$ cat src/cmfts_pkg.sv
package cmfts_pkg;

  // Field widths
  localparam int COORD_W       = 16;
  localparam int SIZE_W        = 16;
  localparam int TEXEL_W       = 15;
  localparam int INDEX_W       = 30;
  localparam int FACE_W        = 3;
  localparam int MAX_FACE_SIZE = 32768;
  localparam int SIZE_RESET    = 256;

  // Datapath widths: major magnitude, offsets and the divider
  localparam int MAG_W      = COORD_W + 1;
  localparam int DEN_W      = MAG_W + 1;
  localparam int NUM_W      = MAG_W + SIZE_W;
  localparam int QUO_W      = SIZE_W;
  localparam int REM_W      = DEN_W;
  localparam int DIV_STEP   = 2;
  localparam int DIV_STAGES = QUO_W / DIV_STEP;

  // Queue between front and back
  localparam int QDEPTH  = 4;
  localparam int QPTR_W  = $clog2(QDEPTH);
  localparam int QCNT_W  = QPTR_W + 1;

  typedef enum logic [FACE_W-1:0] {
    FACE_POS_X = 3'd0,
    FACE_NEG_X = 3'd1,
    FACE_POS_Y = 3'd2,
    FACE_NEG_Y = 3'd3,
    FACE_POS_Z = 3'd4,
    FACE_NEG_Z = 3'd5
  } face_t;

  // Classified request as it travels through the queue
  typedef struct packed {
    logic               nonzero;
    face_t              face;
    logic [MAG_W-1:0]   major;
    logic [MAG_W-1:0]   u_off;
    logic [MAG_W-1:0]   v_off;
    logic [SIZE_W-1:0]  size;
  } item_t;

endpackage

$ cat src/cmfts_if.sv
interface cmfts_in_if import cmfts_pkg::*; ();
  logic                      valid;
  logic                      ready;
  logic signed [COORD_W-1:0] dir_x;
  logic signed [COORD_W-1:0] dir_y;
  logic signed [COORD_W-1:0] dir_z;

  modport source (output valid, output dir_x, output dir_y, output dir_z, input ready);
  modport sink   (input valid, input dir_x, input dir_y, input dir_z, output ready);
endinterface

interface cmfts_out_if import cmfts_pkg::*; ();
  logic               valid;
  logic               ready;
  logic               valid_res;
  logic [FACE_W-1:0]  face;
  logic [TEXEL_W-1:0] texel_x;
  logic [TEXEL_W-1:0] texel_y;
  logic [INDEX_W-1:0] texel_index;

  modport source (output valid, output valid_res, output face, output texel_x,
                  output texel_y, output texel_index, input ready);
  modport sink   (input valid, input valid_res, input face, input texel_x,
                  input texel_y, input texel_index, output ready);
endinterface

interface cmfts_cfg_if import cmfts_pkg::*; ();
  logic              valid;
  logic              ready;
  logic [SIZE_W-1:0] edge_len;

  modport source (output valid, output edge_len, input ready);
  modport sink   (input valid, input edge_len, output ready);
endinterface

$ cat src/cube_map_face_texel_select.sv
// Cube map face and texel select.
// in_if carries one direction request (dir_x, dir_y, dir_z) per valid/ready
// handshake; out_if returns one result per request, in order: valid_res,
// face (0 +X .. 5 -Z), texel_x, texel_y and texel_index = row * size + col.
// A zero direction returns valid_res 0 with every other field 0.
// cfg_if writes edge_len; it is always ready and should only be written
// while no request is in flight. Size 0 is used as 1, sizes above 32768 as
// 32768. Reset sets edge_len to 256 and empties the block.
// Throughput: one request per cycle while out_if.ready holds. Between acceptance
// and out_if.valid lie the queue, one multiply stage, the divider of eight
// stages of two quotient bits each, one clamp stage and the index and output
// register.
// A four-entry queue sits between classification and the arithmetic
// pipeline. When out_if.ready is low the pipeline stages fill up, then the
// queue, and only then does in_if.ready drop.
module cube_map_face_texel_select import cmfts_pkg::*; (
  input  logic        clk,
  input  logic        rst_n,
  cmfts_in_if.sink    in_if,
  cmfts_out_if.source out_if,
  cmfts_cfg_if.sink   cfg_if
);

  logic [SIZE_W-1:0] edge_len_r, edge_len_nxt;
  logic              q_push;
  logic              q_full;
  logic              q_pop;
  logic              head_valid;
  item_t             q_item;
  item_t             head;

  // Face size register
  assign cfg_if.ready = 1'b1;
  assign edge_len_nxt = cfg_if.valid ? cfg_if.edge_len : edge_len_r;

  always_ff @(posedge clk) begin
    if (!rst_n) begin
      edge_len_r <= SIZE_W'(SIZE_RESET);
    end else begin
      edge_len_r <= edge_len_nxt;
    end
  end

  cmfts_front u_front (
    .in_if    (in_if),
    .edge_len (edge_len_r),
    .q_full   (q_full),
    .q_push   (q_push),
    .q_item   (q_item)
  );

  cmfts_queue u_queue (
    .clk        (clk),
    .rst_n      (rst_n),
    .push       (q_push),
    .push_item  (q_item),
    .full       (q_full),
    .head_valid (head_valid),
    .head       (head),
    .pop        (q_pop)
  );

  cmfts_back u_back (
    .clk        (clk),
    .rst_n      (rst_n),
    .head_valid (head_valid),
    .head       (head),
    .pop        (q_pop),
    .out_if     (out_if)
  );

endmodule

$ cat src/cmfts_front.sv
module cmfts_front import cmfts_pkg::*; (
  cmfts_in_if.sink          in_if,
  input  logic [SIZE_W-1:0] edge_len,
  input  logic              q_full,
  output logic              q_push,
  output item_t             q_item
);

  logic signed [DEN_W-1:0] sx, sy, sz;
  logic signed [DEN_W-1:0] ax_s, ay_s, az_s;
  logic [MAG_W-1:0]        ax, ay, az;
  logic signed [DEN_W-1:0] maj_s, u_s, v_s, u_sum, v_sum;
  face_t                   face;
  logic [SIZE_W-1:0]       size_eff;

  // Take a request whenever the queue has room
  assign in_if.ready = !q_full;
  assign q_push      = in_if.valid && !q_full;

  // Sign-extend and take magnitudes
  assign sx = {{(DEN_W-COORD_W){in_if.dir_x[COORD_W-1]}}, in_if.dir_x};
  assign sy = {{(DEN_W-COORD_W){in_if.dir_y[COORD_W-1]}}, in_if.dir_y};
  assign sz = {{(DEN_W-COORD_W){in_if.dir_z[COORD_W-1]}}, in_if.dir_z};

  assign ax_s = sx[DEN_W-1] ? -sx : sx;
  assign ay_s = sy[DEN_W-1] ? -sy : sy;
  assign az_s = sz[DEN_W-1] ? -sz : sz;
  assign ax   = ax_s[MAG_W-1:0];
  assign ay   = ay_s[MAG_W-1:0];
  assign az   = az_s[MAG_W-1:0];

  // Pick the major axis, X before Y before Z on ties, and the face's u and v
  always_comb begin
    if (ax >= ay && ax >= az) begin
      maj_s = ax_s;
      v_s   = -sy;
      if (!sx[DEN_W-1] && sx != '0) begin
        face = FACE_POS_X;
        u_s  = -sz;
      end else begin
        face = FACE_NEG_X;
        u_s  = sz;
      end
    end else if (ay >= az) begin
      maj_s = ay_s;
      u_s   = sx;
      if (!sy[DEN_W-1]) begin
        face = FACE_POS_Y;
        v_s  = sz;
      end else begin
        face = FACE_NEG_Y;
        v_s  = -sz;
      end
    end else begin
      maj_s = az_s;
      v_s   = -sy;
      if (!sz[DEN_W-1]) begin
        face = FACE_POS_Z;
        u_s  = sx;
      end else begin
        face = FACE_NEG_Z;
        u_s  = -sx;
      end
    end
  end

  // Shift minors onto 0..2*major
  assign u_sum = maj_s + u_s;
  assign v_sum = maj_s + v_s;

  // Clamp the face size into 1..MAX_FACE_SIZE
  always_comb begin
    if (edge_len == '0) begin
      size_eff = SIZE_W'(1);
    end else if (edge_len > SIZE_W'(MAX_FACE_SIZE)) begin
      size_eff = SIZE_W'(MAX_FACE_SIZE);
    end else begin
      size_eff = edge_len;
    end
  end

  assign q_item.nonzero = (in_if.dir_x != '0) || (in_if.dir_y != '0) || (in_if.dir_z != '0);
  assign q_item.face    = face;
  assign q_item.major   = maj_s[MAG_W-1:0];
  assign q_item.u_off   = u_sum[MAG_W-1:0];
  assign q_item.v_off   = v_sum[MAG_W-1:0];
  assign q_item.size    = size_eff;

endmodule

$ cat src/cmfts_queue.sv
module cmfts_queue import cmfts_pkg::*; (
  input  logic  clk,
  input  logic  rst_n,
  input  logic  push,
  input  item_t push_item,
  output logic  full,
  output logic  head_valid,
  output item_t head,
  input  logic  pop
);

  item_t             mem_r [QDEPTH];
  logic [QPTR_W-1:0] wr_ptr_r, wr_ptr_nxt;
  logic [QPTR_W-1:0] rd_ptr_r, rd_ptr_nxt;
  logic [QCNT_W-1:0] count_r, count_nxt;

  assign full       = (count_r == QCNT_W'(QDEPTH));
  assign head_valid = (count_r != '0);
  assign head       = mem_r[rd_ptr_r];

  // Advance pointers and occupancy
  always_comb begin
    wr_ptr_nxt = push ? wr_ptr_r + 1'b1 : wr_ptr_r;
    rd_ptr_nxt = pop  ? rd_ptr_r + 1'b1 : rd_ptr_r;
    count_nxt  = count_r;
    if (push && !pop) begin
      count_nxt = count_r + 1'b1;
    end else if (pop && !push) begin
      count_nxt = count_r - 1'b1;
    end
  end

  always_ff @(posedge clk) begin
    if (!rst_n) begin
      wr_ptr_r <= '0;
      rd_ptr_r <= '0;
      count_r  <= '0;
    end else begin
      wr_ptr_r <= wr_ptr_nxt;
      rd_ptr_r <= rd_ptr_nxt;
      count_r  <= count_nxt;
    end
  end

  // Store the incoming request
  always_ff @(posedge clk) begin
    if (push) begin
      mem_r[wr_ptr_r] <= push_item;
    end
  end

  assert property (@(posedge clk) disable iff (!rst_n) count_r <= QCNT_W'(QDEPTH))
    else $error("queue occupancy above depth");

  assert property (@(posedge clk) disable iff (!rst_n) pop |-> count_r != '0)
    else $error("queue popped while empty");

  assert property (@(posedge clk) disable iff (!rst_n) push |-> !full || pop)
    else $error("queue pushed while full");

endmodule

$ cat src/cmfts_back.sv
module cmfts_back import cmfts_pkg::*; (
  input  logic        clk,
  input  logic        rst_n,
  input  logic        head_valid,
  input  item_t       head,
  output logic        pop,
  cmfts_out_if.source out_if
);

  typedef struct packed {
    logic              nonzero;
    face_t             face;
    logic [DEN_W-1:0]  den;
    logic [SIZE_W-1:0] size;
    logic [REM_W-1:0]  rem_u;
    logic [REM_W-1:0]  rem_v;
    logic [QUO_W-1:0]  low_u;
    logic [QUO_W-1:0]  low_v;
    logic [QUO_W-1:0]  quo_u;
    logic [QUO_W-1:0]  quo_v;
  } div_slot_t;

  typedef struct packed {
    logic               nonzero;
    face_t              face;
    logic [SIZE_W-1:0]  size;
    logic [TEXEL_W-1:0] tx;
    logic [TEXEL_W-1:0] ty;
  } clamp_t;

  // Several restoring divide steps on both coordinates
  function automatic div_slot_t div_step(input div_slot_t s);
    div_slot_t      t;
    logic [REM_W:0] tu;
    logic [REM_W:0] tv;
    logic           qu;
    logic           qv;
    t = s;
    for (int k = 0; k < DIV_STEP; k++) begin
      tu = {t.rem_u, t.low_u[QUO_W-1]};
      tv = {t.rem_v, t.low_v[QUO_W-1]};
      qu = (tu >= {1'b0, t.den});
      qv = (tv >= {1'b0, t.den});
      if (qu) begin
        tu = tu - {1'b0, t.den};
      end
      if (qv) begin
        tv = tv - {1'b0, t.den};
      end
      t.rem_u = tu[REM_W-1:0];
      t.rem_v = tv[REM_W-1:0];
      t.low_u = {t.low_u[QUO_W-2:0], 1'b0};
      t.low_v = {t.low_v[QUO_W-2:0], 1'b0};
      t.quo_u = {t.quo_u[QUO_W-2:0], qu};
      t.quo_v = {t.quo_v[QUO_W-2:0], qv};
    end
    return t;
  endfunction

  logic                   mul_v_r, mul_v_nxt;
  div_slot_t              mul_r, mul_nxt;
  logic [NUM_W-1:0]       num_u, num_v;
  logic [DIV_STAGES-1:0]  dv_r, dv_nxt;
  div_slot_t              dslot_r   [DIV_STAGES];
  div_slot_t              dslot_nxt [DIV_STAGES];
  logic [DIV_STAGES-1:0]  en_div;
  logic                   clp_v_r, clp_v_nxt;
  clamp_t                 clp_r, clp_nxt;
  div_slot_t              dlast;
  logic                   out_v_r, out_v_nxt;
  logic                   out_valid_res_r, out_valid_res_nxt;
  face_t                  out_face_r, out_face_nxt;
  logic [TEXEL_W-1:0]     out_tx_r, out_tx_nxt;
  logic [TEXEL_W-1:0]     out_ty_r, out_ty_nxt;
  logic [INDEX_W-1:0]     out_idx_r, out_idx_nxt;
  logic [TEXEL_W+SIZE_W-1:0] idx_sum;
  logic                   en_out, en_clp, en_mul;

  // Stage enables: a stage loads when empty or when the next one moves
  always_comb begin
    en_out = !out_v_r || out_if.ready;
    en_clp = !clp_v_r || en_out;
    en_div[DIV_STAGES-1] = !dv_r[DIV_STAGES-1] || en_clp;
    for (int i = DIV_STAGES - 2; i >= 0; i--) begin
      en_div[i] = !dv_r[i] || en_div[i+1];
    end
    en_mul = !mul_v_r || en_div[0];
  end

  assign pop = head_valid && en_mul;

  // Scale offsets by the face size and seed the divider
  assign num_u = NUM_W'(head.u_off) * NUM_W'(head.size);
  assign num_v = NUM_W'(head.v_off) * NUM_W'(head.size);

  always_comb begin
    mul_v_nxt = en_mul ? head_valid : mul_v_r;
    mul_nxt   = mul_r;
    if (en_mul) begin
      mul_nxt.nonzero = head.nonzero;
      mul_nxt.face    = head.face;
      mul_nxt.den     = {head.major, 1'b0};
      mul_nxt.size    = head.size;
      mul_nxt.rem_u   = REM_W'(num_u[NUM_W-1:QUO_W]);
      mul_nxt.rem_v   = REM_W'(num_v[NUM_W-1:QUO_W]);
      mul_nxt.low_u   = num_u[QUO_W-1:0];
      mul_nxt.low_v   = num_v[QUO_W-1:0];
      mul_nxt.quo_u   = '0;
      mul_nxt.quo_v   = '0;
    end
  end

  // Divider pipeline
  always_comb begin
    for (int i = 0; i < DIV_STAGES; i++) begin
      if (i == 0) begin
        dv_nxt[i]    = en_div[i] ? mul_v_r : dv_r[i];
        dslot_nxt[i] = en_div[i] ? div_step(mul_r) : dslot_r[i];
      end else begin
        dv_nxt[i]    = en_div[i] ? dv_r[i-1] : dv_r[i];
        dslot_nxt[i] = en_div[i] ? div_step(dslot_r[i-1]) : dslot_r[i];
      end
    end
  end

  // Clamp quotients to the last texel of the face
  assign dlast = dslot_r[DIV_STAGES-1];

  always_comb begin
    clp_v_nxt = en_clp ? dv_r[DIV_STAGES-1] : clp_v_r;
    clp_nxt   = clp_r;
    if (en_clp) begin
      clp_nxt.nonzero = dlast.nonzero;
      clp_nxt.face    = dlast.face;
      clp_nxt.size    = dlast.size;
      clp_nxt.tx = (dlast.quo_u >= dlast.size) ? TEXEL_W'(dlast.size - 1'b1)
                                               : TEXEL_W'(dlast.quo_u);
      clp_nxt.ty = (dlast.quo_v >= dlast.size) ? TEXEL_W'(dlast.size - 1'b1)
                                               : TEXEL_W'(dlast.quo_v);
    end
  end

  // Linear index and output register; zero direction drives all zeros
  assign idx_sum = (TEXEL_W+SIZE_W)'(clp_r.ty) * (TEXEL_W+SIZE_W)'(clp_r.size) +
                   (TEXEL_W+SIZE_W)'(clp_r.tx);

  always_comb begin
    out_v_nxt         = en_out ? clp_v_r : out_v_r;
    out_valid_res_nxt = out_valid_res_r;
    out_face_nxt      = out_face_r;
    out_tx_nxt        = out_tx_r;
    out_ty_nxt        = out_ty_r;
    out_idx_nxt       = out_idx_r;
    if (en_out) begin
      out_valid_res_nxt = clp_r.nonzero;
      if (clp_r.nonzero) begin
        out_face_nxt = clp_r.face;
        out_tx_nxt   = clp_r.tx;
        out_ty_nxt   = clp_r.ty;
        out_idx_nxt  = idx_sum[INDEX_W-1:0];
      end else begin
        out_face_nxt = FACE_POS_X;
        out_tx_nxt   = '0;
        out_ty_nxt   = '0;
        out_idx_nxt  = '0;
      end
    end
  end

  always_ff @(posedge clk) begin
    if (!rst_n) begin
      mul_v_r <= 1'b0;
      dv_r    <= '0;
      clp_v_r <= 1'b0;
      out_v_r <= 1'b0;
    end else begin
      mul_v_r <= mul_v_nxt;
      dv_r    <= dv_nxt;
      clp_v_r <= clp_v_nxt;
      out_v_r <= out_v_nxt;
    end
  end

  always_ff @(posedge clk) begin
    mul_r           <= mul_nxt;
    dslot_r         <= dslot_nxt;
    clp_r           <= clp_nxt;
    out_valid_res_r <= out_valid_res_nxt;
    out_face_r      <= out_face_nxt;
    out_tx_r        <= out_tx_nxt;
    out_ty_r        <= out_ty_nxt;
    out_idx_r       <= out_idx_nxt;
  end

  assign out_if.valid       = out_v_r;
  assign out_if.valid_res   = out_valid_res_r;
  assign out_if.face        = out_face_r;
  assign out_if.texel_x     = out_tx_r;
  assign out_if.texel_y     = out_ty_r;
  assign out_if.texel_index = out_idx_r;

  assert property (@(posedge clk) disable iff (!rst_n)
    dv_r[DIV_STAGES-1] && dlast.nonzero |-> dlast.rem_u < dlast.den && dlast.rem_v < dlast.den)
    else $error("divider remainder not below divisor");

  assert property (@(posedge clk) disable iff (!rst_n)
    clp_v_r && clp_r.nonzero |-> {1'b0, clp_r.tx} < clp_r.size && {1'b0, clp_r.ty} < clp_r.size)
    else $error("texel outside face after clamp");

  assert property (@(posedge clk) disable iff (!rst_n)
    out_v_r && !out_valid_res_r |-> out_face_r == FACE_POS_X && out_tx_r == '0 &&
                                    out_ty_r == '0 && out_idx_r == '0)
    else $error("zero direction result not cleared");

endmodule
$ cat src/flat_wrapper.sv
// flat-port wrapper written by rule: the top's interface ports become plain ports
module cube_map_face_texel_select_flat import cmfts_pkg::*;
  (clk, rst_n, in_if_valid, in_if_dir_x, in_if_dir_y, in_if_dir_z, in_if_ready, out_if_valid, out_if_valid_res, out_if_face, out_if_texel_x, out_if_texel_y, out_if_texel_index, out_if_ready, cfg_if_valid, cfg_if_edge_len, cfg_if_ready);
  cmfts_in_if in_if_i ();
  cmfts_out_if out_if_i ();
  cmfts_cfg_if cfg_if_i ();
  input  logic clk;
  input  logic rst_n;
  input wire logic [$bits(in_if_i.valid)-1:0] in_if_valid;
  input wire logic [$bits(in_if_i.dir_x)-1:0] in_if_dir_x;
  input wire logic [$bits(in_if_i.dir_y)-1:0] in_if_dir_y;
  input wire logic [$bits(in_if_i.dir_z)-1:0] in_if_dir_z;
  output wire logic [$bits(in_if_i.ready)-1:0] in_if_ready;
  output wire logic [$bits(out_if_i.valid)-1:0] out_if_valid;
  output wire logic [$bits(out_if_i.valid_res)-1:0] out_if_valid_res;
  output wire logic [$bits(out_if_i.face)-1:0] out_if_face;
  output wire logic [$bits(out_if_i.texel_x)-1:0] out_if_texel_x;
  output wire logic [$bits(out_if_i.texel_y)-1:0] out_if_texel_y;
  output wire logic [$bits(out_if_i.texel_index)-1:0] out_if_texel_index;
  input wire logic [$bits(out_if_i.ready)-1:0] out_if_ready;
  input wire logic [$bits(cfg_if_i.valid)-1:0] cfg_if_valid;
  input wire logic [$bits(cfg_if_i.edge_len)-1:0] cfg_if_edge_len;
  output wire logic [$bits(cfg_if_i.ready)-1:0] cfg_if_ready;
  assign in_if_i.valid = in_if_valid;
  assign in_if_i.dir_x = in_if_dir_x;
  assign in_if_i.dir_y = in_if_dir_y;
  assign in_if_i.dir_z = in_if_dir_z;
  assign in_if_ready = in_if_i.ready;
  assign out_if_valid = out_if_i.valid;
  assign out_if_valid_res = out_if_i.valid_res;
  assign out_if_face = out_if_i.face;
  assign out_if_texel_x = out_if_i.texel_x;
  assign out_if_texel_y = out_if_i.texel_y;
  assign out_if_texel_index = out_if_i.texel_index;
  assign out_if_i.ready = out_if_ready;
  assign cfg_if_i.valid = cfg_if_valid;
  assign cfg_if_i.edge_len = cfg_if_edge_len;
  assign cfg_if_ready = cfg_if_i.ready;
  cube_map_face_texel_select u_core (.clk(clk), .rst_n(rst_n), .in_if(in_if_i), .out_if(out_if_i), .cfg_if(cfg_if_i));
endmodule
$ cat config.mk
export PLATFORM = sky130hd
export DESIGN_NAME = cube_map_face_texel_select_flat
export DESIGN_NICKNAME = d
export VERILOG_FILES = /design/src/cmfts_pkg.sv /design/src/cmfts_if.sv /design/src/cube_map_face_texel_select.sv /design/src/cmfts_front.sv /design/src/cmfts_queue.sv /design/src/cmfts_back.sv /design/src/flat_wrapper.sv
export SDC_FILE = /design/constraint.sdc
export NUM_CORES = 2
export LEC_CHECK = 0
export BUFFER_PORTS_ARGS = -buffer_cell sky130_fd_sc_hd__clkbuf_2
export CAP_MARGIN = 40
export CORE_MARGIN = 5
export CORE_UTILIZATION = 50
export CTS_BUF_LIST = sky130_fd_sc_hd__clkbuf_16
export CTS_CLUSTER_SIZE = 20
export DETAILED_ROUTE_END_ITERATION = 12
export GPL_TIMING_DRIVEN = 0
export PLACE_DENSITY = 0.66
export SLEW_MARGIN = 20
export SYNTH_ARGS = -nofsm -noshare
export SYNTH_HDL_FRONTEND = slang
export SYNTH_SLANG_ARGS = --single-unit
export TNS_END_PERCENT = 1
$ cat constraint.sdc
create_clock -name clk -period 11.99 [get_ports clk]
set_clock_uncertainty 0.15 [all_clocks]
set_input_delay 0.5995 -clock clk [delete_from_list [all_inputs] [get_ports clk]]
set_output_delay 0.5995 -clock clk [all_outputs]
set_load 0.03 [all_outputs]
==> results by group <==
STA
  – Final period util: 85.7%
  – Slew Viols, Final: 0
  – RSZ-0062 raised after global routing: no
  – Post-Route Setup TNS: 0 ps
  – Slew margin rel.: between 30 and 40%
  – Final hold violation count: 0
  – Fmax: 0.0973 GHz
  – Worst-Margin Slew: 938 ps
  – Tmin final: ~10000 ps
  – Final setup fails: 0

Logic synthesis
  – Post-synthesis sequential element count: about 1300
  – Syn_nets: 11300
  – Multiplexer area fraction after synthesis: about 5.8%
  – Largest family of logic cells by synthesized area: adder cells
  – Post-Synth XOR/XNOR Area: 5.02%
  – Most common cell in the synthesized netlist: edfxtp_1
  – Syn Std Cell Area: 103000 um^2
  – Top cell type's share of synthesized area: 37.4%
  – Post-Synth Simple-Gate Area: 11.5%
  – Post-synth EDFFs: between 1000 and 1500
  – Compound-Gate Fraction of Synth Area: 10.1%
  – Ys Warns: 0
  – Most frequent cells after synthesis: edfxtp_1 (1288), inv_1 (1151), ha_1 (985)
  – Sequential area share after synthesis: 38.1%
  – Post-Syn Instances: 9631
  – Cell taking the most area after synthesis: edfxtp_1
  – Syn avg cell area: ~11 um^2
  – Adder-cell share of the synthesized area: between 20% and 30%
  – Distinct cells, synth: 94
  – Synth async-reset ratio: 0%
  – Synth Flop Type: edfxtp_1
  – Top cells by area, synth: edfxtp_1 (37%), fa_1 (12%), ha_1 (12%)

Layout
  – Fin nets: 11700
  – Area grow syn2layout: 9.91%
  – Layout cells sized above 1: 9.26%

Setup path
  – Worst setup path endpoint: u_core.u_back.mul_r[98]
  – Worst Setup End Kind: flip-flop
  – Crit path DAT: 10650 ps
  – Worst path slowest cell: buf_1
  – FF-to-FF setup slack: between 1500 and 2000 ps
  – FF-to-FF End: u_core.u_back.mul_r[98]
  – R2R depth: 28
  – CP Max Fanout: 10
  – Critical path type: flip-flop to flip-flop
  – Critical Path Source Type: flip-flop
  – Worst EP required: between 10000 and 15000 ps
  – CP most frequent cell: fa_1
  – Max incr delay on CP: 670 ps

Place
  – Placer Congestion: 0.972
  – Dpl hpwl: 232000 um
  – # port buffers: 129

Global routing
  – GRT Total Usage: 26.5%
  – Global-route wire length before repair: 441000 um
  – Largest net degree at the start of global routing: 78
  – Global route total overflow: 0
  – Vias in the first global route: 75100
  – Initial antenna violation count: 4

CTS
  – H-tree depth: 4
  – Clk root buf: clkbuf_16
  – Resize count post-CTS: 0
  – Setup Buffers After CTS: 0
  – Clock Path Buffers: 3
  – CTS tree: built
  – CTS Sinks: approximately 1300
  – Worst-path clk slew: 60 ps
  – Cts bufs inserted: 148
  – Worst-skew pair later-pin latency: 810 ps

Die
  – Core area: 206000 um^2
  – Site Rows: approximately 170
  – Chip width: 465 um
  – Initial Utilization: 50.1%
  – I/O pins: 136
  – Chip height: ~460 um
  – Die area: around 220000 um^2

Routing
  – Vias: 73500
  – Post-DR wirelength/cell: approximately 22 um
  – First-pass iteration count of the detailed router: 6
  – Final Routed Wirelength: 288000 um
  – Post-DRT Antenna Nets: 0
  – Initial DRC count: 5377
  – DRC viols: 0
  – Vias/cell: between 5 and 6

Worst hold path
  – Hold Crit Class: input pin to flip-flop
  – Cell depth of the worst hold path: 3

Job
  – Max Cap Viol: 0

Status
  – Outcome: finished clean
[final cells by class]
class,count,area (um^2)
diodes,3,7.51
plain buffers,244,951
clock buffers,153,3830
clock inverters,118,1130
fillers,17700,92800
inverters,1156,4360
multi-input cells,6907,58800
flip-flops and latches,1324,39400
well taps,2704,3380
repair buffers,220,1770
[critical path: cells and delay by family, from the launching register on]
| family | cells | cell delay (ps) |
|---|---|---|
| AO/OA/AOI/OAI | 6 | 1620 |
| XOR/XNOR | 1 | 120 |
| adder cells (fa/ha/maj) | 7 | 3470 |
| buffers and inverters | 9 | 3190 |
| flip-flops | 1 | 340 |
| multiplexers | 1 | 360 |
| AND/OR/NAND/NOR | 4 | 730 |
[layer usage]
layer / global-route usage [%] / part of all wire [%] / vias up
li1: - / - / 34400
met1: 33.9 / 41 / 36100
met2: 45.4 / 49 / 2334
met3: 3.29 / 5.2 / 612
met4: 11.5 / 4.9 / 0
met5: 0 / 0 / -
[cell families after synthesis]
kind of cell,Yosys count
flip-flops,1324
buffers and inverters,1400
multiplexers,503
adder cells (fa/ha/maj),1627
AND/OR/NAND/NOR,2562
XOR/XNOR,593
other,1
AO/OA/AOI/OAI,1621
[layout by cell type, fill, tap and decap left out, drive strengths merged, types with 354 or more instances in the layout]
cell type and count:
mux2 365, clkbuf 493, o21ai 354, ha 985, edfxtp 1288, xnor2 391, nor2 650, nand2 920
inv 1186, fa 642, a21oi 498
[what timing repair did]
item,4_1_cts,5_1_grt
setup endpoints to repair,0,0
hold endpoints to repair,16,0
hold buffers,16,0
[sequential cells by signal (all words and copies together) (netlist names), 2 cells and up, named ones only]
| name | cells |
|---|---|
| u_core.u_back.out_if.texel_y | 15 |
| u_core.u_back.mul_r | 103 |
| u_core.u_queue.rd_ptr_r | 2 |
| u_core.u_back.dv_r | 8 |
| u_core.u_back.dslot_r | 735 |
| u_core.edge_len_r | 16 |
| u_core.u_back.clp_r | 50 |
| u_core.u_queue.mem_r | 284 |
| u_core.u_back.dlast | 52 |
| u_core.u_back.out_if.face | 3 |
| u_core.u_back.out_if.texel_x | 15 |
| u_core.u_back.out_if.texel_index | 30 |
| u_core.u_queue.count_r | 3 |
| u_core.u_queue.wr_ptr_r | 2 |
[per-stage QoR]
stage / util (%) / hold slack, ps / worst slack, ps / cell area [um^2] / cells
6_report: 55.1 / 104 / 1710 / 114000 / 12800
5_1_grt: 55.1 / 90.9 / 1290 / 114000 / 12800
4_1_cts: 55.0 / 51.6 / 1430 / 114000 / 12800
3_5_place_dp: 52.5 / 255 / 1430 / 108000 / 12500
3_3_place_gp: 52.1 / 251 / 1170 / 107000 / 12500
2_1_floorplan: - / 250 / 3920 / 103000 / 9631
[worst min-delay path by stage]
stage	slack (ps)	to	from
3_5_place_dp	250	u_core.u_back.dlast[102]	u_core.u_back.dslot_r[240]
2_1_floorplan	250	u_core.u_back.clp_r[46]	u_core.u_back.dlast[134]
4_1_cts	50	u_core.u_back.out_if.valid	out_if_ready
3_3_place_gp	250	u_core.u_back.dslot_r[885]	u_core.u_back.dslot_r[1021]
6_report	100	u_core.u_back.out_if.valid	out_if_ready
5_1_grt	90	u_core.u_back.out_if.valid	out_if_ready
Power is left out: the tool's default activity adds up to more than one toggle a clock period on the data nets, which glitch-free logic cannot reach.
